File: src/rtl/lot_pkg.sv
// Shared types and constants for the label overlap table.
`timescale 1ns / 1ps

package lot_pkg;

  // Widest label index the table supports (LABEL_COUNT up to 1024)
  localparam int LblW = 10;

  // Record field widths on the result port
  localparam int RecLblW = 6;
  localparam int RecCntW = 21;

  // Depth of the command queue between front and back
  localparam int QDepth = 2;

  // Classified command handed from front to back
  typedef struct packed {
    logic            fetch;  // 1 = fetch next record, 0 = add a label pair
    logic            va;     // first label is inside the table
    logic            vb;     // second label is inside the table
    logic            ovl;    // both labels positive: count overlap
    logic [LblW-1:0] la;
    logic [LblW-1:0] lb;
  } lot_cmd_t;

  // Back-end sequencer states
  typedef enum logic [2:0] {
    ST_CLEAR,     // clearing pass after reset
    ST_IDLE,
    ST_ADD,       // write back incremented counts
    ST_SCAN,      // walk the pair table one entry per cycle
    ST_EMIT,      // load the record into the output registers
    ST_AREA_CLR   // wipe both area tables after end of list
  } lot_state_t;

endpackage

File: src/rtl/lot_queue.sv
// Short command queue between the front end and the back end.
`timescale 1ns / 1ps

module lot_queue (
  input  logic              clk,
  input  logic              rst_n,
  input  logic              push,
  input  lot_pkg::lot_cmd_t push_cmd,
  input  logic              pop,
  output lot_pkg::lot_cmd_t head,
  output logic              empty,
  output logic              full
);

  localparam int QAW = (lot_pkg::QDepth > 1) ? $clog2(lot_pkg::QDepth) : 1;
  localparam int QCW = $clog2(lot_pkg::QDepth + 1);

  lot_pkg::lot_cmd_t ent_r [lot_pkg::QDepth];
  logic [QAW-1:0]    wp_r;
  logic [QAW-1:0]    rp_r;
  logic [QCW-1:0]    cnt_r;

  assign empty = (cnt_r == QCW'(0));
  assign full  = (cnt_r == QCW'(lot_pkg::QDepth));
  assign head  = ent_r[rp_r];

  // Storage
  always_ff @(posedge clk) begin
    if (push) begin
      ent_r[wp_r] <= push_cmd;
    end
  end

  // Pointers and fill count
  always_ff @(posedge clk) begin
    if (!rst_n) begin
      wp_r  <= '0;
      rp_r  <= '0;
      cnt_r <= '0;
    end else begin
      if (push) begin
        wp_r <= wp_r + QAW'(1);
      end
      if (pop) begin
        rp_r <= rp_r + QAW'(1);
      end
      if (push && !pop) begin
        cnt_r <= cnt_r + QCW'(1);
      end else if (pop && !push) begin
        cnt_r <= cnt_r - QCW'(1);
      end
    end
  end

endmodule

File: config.mk
export PLATFORM = sky130hd
export DESIGN_NAME = lot_queue
export DESIGN_NICKNAME = d
export VERILOG_FILES = /design/src/rtl/lot_pkg.sv /design/src/rtl/lot_queue.sv
export SDC_FILE = /design/constraint.sdc
export NUM_CORES = 1
export LEC_CHECK = 0
export ABC_AREA = 1
export BUFFER_PORTS_ARGS = -buffer_cell sky130_fd_sc_hd__buf_4
export CAP_MARGIN = 20
export CORE_MARGIN = 5
export CORE_UTILIZATION = 36
export DETAILED_ROUTE_END_ITERATION = 7
export GPL_TIMING_DRIVEN = 0
export SYNTH_ARGS = -nofsm -noshare
export SYNTH_HDL_FRONTEND = slang
export SYNTH_SLANG_ARGS = --single-unit
export TNS_END_PERCENT = 100
File: constraint.sdc
create_clock -name clk -period 1.59 [get_ports clk]
set_input_delay 0.159 -clock clk [delete_from_list [all_inputs] [get_ports clk]]
set_output_delay 0.159 -clock clk [all_outputs]
set_load 0.01 [all_outputs]
==> metrics.md, run 1 <==
| Metric | Value |
|---|---|
| Status | `finished clean` |
| Final hold vios | `0` |
| Worst-margin pin slew | `0.673 ns` |
| Root buffer cell | `clkbuf_8` |
| FF+latch area | `1540 µm²` |
| Core area | `5540 µm²` |
| Layout Nets | `202` |
| Xor/xnor share of the synthesized area | `0%` |
| Fmax | `661 MHz` |
| GPL Wtd Cong | `0.669` |
| Critical Path Sink Type | `output port` |
| Num rows | `27` |
| 1st-pass router iterations | `2` |
| Ranking of synthesized cells by area | `edfxtp_1 (70%), mux2_4 (15%), dfxtp_1 (4.8%)` |
| Clock latency on the worst-skew pair | `0.29 ns` |
| Final slew viol count | `0` |
| Max Cap Viol | `0` |
| Hpwl dp | `2600 µm` |
| Share of the synthesized area in the top cell type | `69.8%` |
| Detailed-route wire length | `3440 µm` |
| Max VDD drop | `0.420 mV` |
| # setup viols final | `0` |
| Yosys cell types | `14` |
| Drc violations | `0` |
| Synth Instances | `110` |
| Compound-gate portion of the synthesized area | `0.485%` |
| Synth warn | `0` |
| Total Routing Usage GR | `9.90%` |
| Die area | `7350 µm²` |
| CP Data Arrival Time | `1.35 ns` |
| Final ANT Viol Nets | `0` |
| Critical path peak fanout | `10` |
| First-pass GRT wire length | `5510 µm` |
| Worst relative slew slack | `55.1%` |
| Ant. Diodes | `0` |
| Area share of fa/ha/maj cells after synthesis | `0.606%` |
| Layout cells sized above 1 | `52.9%` |
| HP Class | `input pin to flip-flop` |
| Unrepaired setup endpoints after global routing | `no` |
| Chip Height | `85.8 µm` |
| Initial Util | `37.3%` |
| Final core occ | `48.1%` |
| Final min period | `1.51 ns` |
| Layout fillers | `505` |
| P per Cell Area | `1010 nW/µm²` |
| Htree depth | `2` |
| Fin area | `2660 µm²` |
| Vias in the first global route | `1,217` |
| Cell area after placement | `2570 µm²` |
| Post-synthesis mux area share | `16.7%` |
| Largest net degree at the start of global routing | `25` |
| Gr ovfl total | `0` |
| Critical path start-end classification | `flip-flop to output port` |
| Vias | `1,086` |
| Non-filler instance count after layout | `244` |
| Setup crit start kind | `flip-flop` |
| Post-DR wirelength/cell | `14.1 µm` |
| Die extent in x | `85.8 µm` |
| Part of the Yosys area used for sequential elements | `74.6%` |
| CP required | `1.43 ns` |
| Vias per cell | `4.45` |
| Syn avg cell area | `18.8 µm²` |
| Mapped Area | `2070 µm²` |
| Seq cells post-synth | `53` |
| Port Buffers | `53` |
| Clk slew on worst S/H paths | `0.08 ns` |
| Final worst path period share | `95.1%` |
| CTS Buf Count | `5` |
| Setup TNS | `0 ns` |
| Initial antenna violation count | `0` |
| Main combinational cell family by area after synthesis | `multiplexers` |
| CTS tree | `built` |
| Initial drt markers | `10` |
| LEAKAGE | `1.08 nW` |
| I/O pins | `54` |
| Largest area contributor in the netlist | `edfxtp_1` |
| CTS Buffer Depth | `2` |
| Syn_nets | `139` |
| Multi-input gate area | `445 µm²` |
| Synth-to-layout area growth | `29.0%` |
| Simple-gate share of the synthesized area | `3.63%` |
| Post-Route Skew | `0.00238 ns` |
| Clock sink total | `53` |
| Placed insts | `236` |
[sequential cells by signal, summed over array words and instances, names as in the netlist, named ones only]
name and flops:
ent_r 48, cnt_r 2, rp_r 1, wp_r 1
[cell families after synthesis]
kind of cell / Yosys count
flip-flops: 53
multiplexers: 24
AO/OA/AOI/OAI: 2
buffers and inverters: 11
adder cells (fa/ha/maj): 1
AND/OR/NAND/NOR: 19
[final cells by class]
type | instances | share of cell area, %
Tap cell | 72 | 3.38
Clock inverter | 1 | 0.188
Timing Repair Buffer | 56 | 16.1
Buffer | 3 | 1.93
Inverter | 8 | 1.27
Sequential cell | 53 | 57.9
Clock buffer | 5 | 2.58
Multi-Input combinational cell | 46 | 16.7
[report_power, final]
group / total (mW) / internal [mW] / switching [mW]
Combinational: 0.410 / 0.238 / 0.172
Sequential: 1.63 / 1.60 / 0.0240
Clock: 0.655 / 0.290 / 0.365
[synthesized netlist by cell type]
cell type  instances
ha_1               1
nand4_1            1
a21oi_1            1
dfxtp_1            5
mux2_4            20
inv_1              8
buf_6              1
nand2_1            8
mux2_2             4
o21ai_0            1
nor2_1             9
edfxtp_1          48
buf_12             2
nand3_1            1
[what timing repair did]
action / CTS / global route
buffers inserted: 0 / 2
endpoints found under the setup margin: 24 / 7
resized for setup: 1 / 0
hold buffers: 0 / 0
[final timing paths]
| path | cells past startpoint | to | slack [ns] | from |
|---|---|---|---|---|
| max | 4 | head[21] | 0.08 | flip-flop |
| min | 1 | ent_r[1][11] | 0.05 | push_cmd[11] |
| max reg2reg | 2 | ent_r[0][23] | 0.18 | wp_r |
| min reg2reg | 2 | rp_r | 0.51 | rp_r |
[placed cells by master (no fill, tap or decap)]
master | Yosys | final
nor2_1 | 9 | 8
clkbuf_8 | 0 | 5
dfxtp_1 | 5 | 5
mux2_4 | 20 | 20
buf_12 | 2 | 2
nand3_1 | 1 | 1
buf_4 | 0 | 55
clkinvlp_4 | 0 | 1
nand2_1 | 8 | 8
nand4_1 | 1 | 1
mux2_2 | 4 | 4
buf_8 | 0 | 1
ha_1 | 1 | 1
o21ai_0 | 1 | 1
clkinv_2 | 0 | 1
a21oi_1 | 1 | 1
buf_6 | 1 | 1
nor2_2 | 0 | 1
edfxtp_1 | 48 | 48
inv_1 | 8 | 7
[metrics by stage]
step                      hold slack, ns  total power, mW  setup slack (ns)
after detailed placement           0.348             2.07           0.00137
after global routing              0.0273             2.82            0.0106
final                             0.0488             2.69            0.0782
after CTS                         0.0359             2.73            0.0360
after global placement             0.344             2.05           -0.0839
after floorplan                    0.258             1.87             0.225
[critical path: stages (launching register included)]
cell and delay [ns]:
dfxtp_1 0.33, buf_6 0.13, buf_12 0.15, mux2_4 0.31
buf_4 0.14
[metal layers]
layer | share of wire [%] | track usage (%) | wire, µm | up-vias
li1 | - | - | - | 523
met2 | 54 | 18.2 | 1870 | 36
met4 | 1.5 | 3.60 | 51 | 0
met1 | 37 | 10.2 | 1290 | 521
met3 | 6.7 | 3.65 | 229 | 6
met5 | 0 | 0 | 0 | -
Note: power is estimated with default switching activity, not from simulation.
==> run 2: changes to the inputs <==
--- a/config.mk
+++ b/config.mk
@@ -12,6 +12,7 @@
 export CORE_UTILIZATION = 36
 export DETAILED_ROUTE_END_ITERATION = 7
 export GPL_TIMING_DRIVEN = 0
+export PLACE_DENSITY = 0.67
 export SYNTH_ARGS = -nofsm -noshare
 export SYNTH_HDL_FRONTEND = slang
 export SYNTH_SLANG_ARGS = --single-unit
==> run 2 against run 1 <==
Effect of this change: routed wire length up 5.1%; sequential cell count unchanged; hold slack worse by 0.011 ns; global-route usage about the same; critical path type unchanged; highest routed layer unchanged.
==> metrics.md, run 2 (synthesis results as in run 1) <==
| Metric | Value |
|---|---|
| I/O pins | `54` |
| GPL Wtd Cong | `0.698` |
| PnR worst setup slack | `0.0568 ns` |
| Vias in the first global route | `1,160` |
| Final min period | `1.53 ns` |
| Max VDD drop | `0.554 mV` |
| Layout Nets | `203` |
| Post-Route Skew | `0.00669 ns` |
| Post-DR wirelength/cell | `14.6 µm` |
| Vias per cell | `4.34` |
| CTS tree | `built` |
| Num rows | `27` |
| Max incr delay on CP | `0.34 ns` |
| Final ANT Viol Nets | `0` |
| CTS Buf Count | `5` |
| Root buffer cell | `clkbuf_8` |
| Hold slack | `0.0379 ns` |
| Routing usage on met1 | `10.5%` |
| CP required | `1.43 ns` |
| Largest reg by FF count | `ent_r` |
| LEAKAGE | `1.10 nW` |
| Most common cell after layout, fill and taps aside | `buf_4` |
| Worst relative slew slack | `58.7%` |
| Fmax | `652 MHz` |
| Htree depth | `2` |
| Gr ovfl total | `0` |
| Non-filler instance count after layout | `247` |
| Final slew viol count | `0` |
| Initial drt markers | `66` |
| Critical path peak fanout | `8` |
| Critical path start-end classification | `flip-flop to output port` |
| Vias | `1,073` |
| Pre-CTS WS | `0.0357 ns` |
| Top flop regs | `ent_r: 48 flops, cnt_r: 2 flops` |
| Most frequent cells in the layout | `buf_4 (54), edfxtp_1 (48), mux2_4 (20)` |
| Chip Height | `85.8 µm` |
| # setup viols final | `0` |
| Max Cap Viol | `0` |
| Final hold vios | `0` |
| First-pass GRT wire length | `5570 µm` |
| Top Usage Layer GRT | `met2` |
| Setup crit start kind | `flip-flop` |
| Unrepaired setup endpoints after global routing | `no` |
| Drc violations | `0` |
| 1st-pass router iterations | `4` |
| Hpwl dp | `2580 µm` |
| Final worst path period share | `96.4%` |
| Critical-path cell list | `buf_8 -> clkbuf_16 -> mux2_4 -> buf_4` |
| Critical Path Sink Type | `output port` |
| Delay-heaviest family, CP | `buffers and inverters` |
| M3 GR Usage | `4.42%` |
| Met2 GRT Util | `17.9%` |
| Die area | `7350 µm²` |
| Detailed-route wire length | `3620 µm` |
| Port Buffers | `53` |
| Layout cells sized above 1 | `53.1%` |
| Clk slew on worst S/H paths | `0.09 ns` |
| Placed insts | `236` |
| CP Data Arrival Time | `1.37 ns` |
| P per Cell Area | `1010 nW/µm²` |
| Core area | `5540 µm²` |
| Synth-to-layout area growth | `31.6%` |
| Clock sink total | `53` |
| CTS Buffer Depth | `2` |
| Buffers plus inverters on the worst setup path | `3` |
| Tot Pwr | `2.76 mW` |
| Clock latency on the worst-skew pair | `0.30 ns` |
| Total Routing Usage GR | `9.92%` |
| Status | `finished clean` |
| Initial Util | `37.3%` |
| Ant. Diodes | `0` |
| Largest net degree at the start of global routing | `25` |
| Initial antenna violation count | `0` |
| Die extent in x | `85.8 µm` |
| Max FFs per register | `48` |
| Slowest-stage cell, CP | `dfxtp_2` |
| HP Class | `input pin to flip-flop` |
| Layout fillers | `479` |
| Worst-margin pin slew | `0.619 ns` |
## run 2: changes by cell type in the layout (fill, tap and decap cells not counted)
cell | before | now
buf_4 | 55 | 54
buf_6 | 1 | 0
buf_8 | 1 | 2
clkbuf_16 | 0 | 2
clkinv_1 | 0 | 2
dfxtp_1 | 5 | 4
dfxtp_2 | 0 | 1
## run 2: per-layer routing
layer | vias to the layer above | share of wire, %
met2 | 36 | 53
met1 | 507 | 38
met5 | - | 0
li1 | 526 | -
met3 | 4 | 7.3
met4 | 0 | 1.1
## run 2: power by group
part           leakage [nW]  switching [mW]  internal [mW]
logic                 0.565           0.181          0.253
clock network        0.0430           0.397          0.297
registers             0.492          0.0232           1.60
## run 2: cell type report
cell class	count	area (µm²)	share of cell area [%]
Tap cell	72	90.1	3.31
Timing Repair Buffer	57	470	17.3
Buffer	3	55.1	2.02
Clock inverter	3	12.5	0.460
Clock buffer	5	68.8	2.53
Inverter	8	33.8	1.24
Sequential cell	53	1540	56.7
Multi-Input combinational cell	46	445	16.4
## run 2: repair_timing
| action | 4_1_cts | 5_1_grt |
|---|---|---|
| buffers inserted | 0 | 1 |
| gates resized for setup | 1 | 2 |
| cloned | 0 | 2 |
| hold endpoints to repair | 0 | 0 |
| hold buffers | 0 | 0 |
| setup endpoints to repair | 7 | 14 |
| pin swaps | 0 | 0 |
## run 2: final timing paths
path                      from           end  slack (ns)  depth (start not counted)
setup reg to reg          wp_r   ent_r[0][6]        0.20                          2
hold / removal    push_cmd[22]  ent_r[0][22]        0.04                          1
hold reg to reg           rp_r     flip-flop        0.52                          2
setup / recovery     flip-flop      head[20]        0.06                          4
## run 2: per-stage QoR
stage / utilization, % / setup TNS [ns] / cell area, µm²
3_3_place_gp: 46.1 / -1.93 / 2560
3_5_place_dp: 46.4 / 0 / 2570
5_1_grt: 49.1 / 0 / 2720
4_1_cts: 47.9 / 0 / 2660
6_report: 49.1 / 0 / 2720
2_1_floorplan: - / 0 / 2070
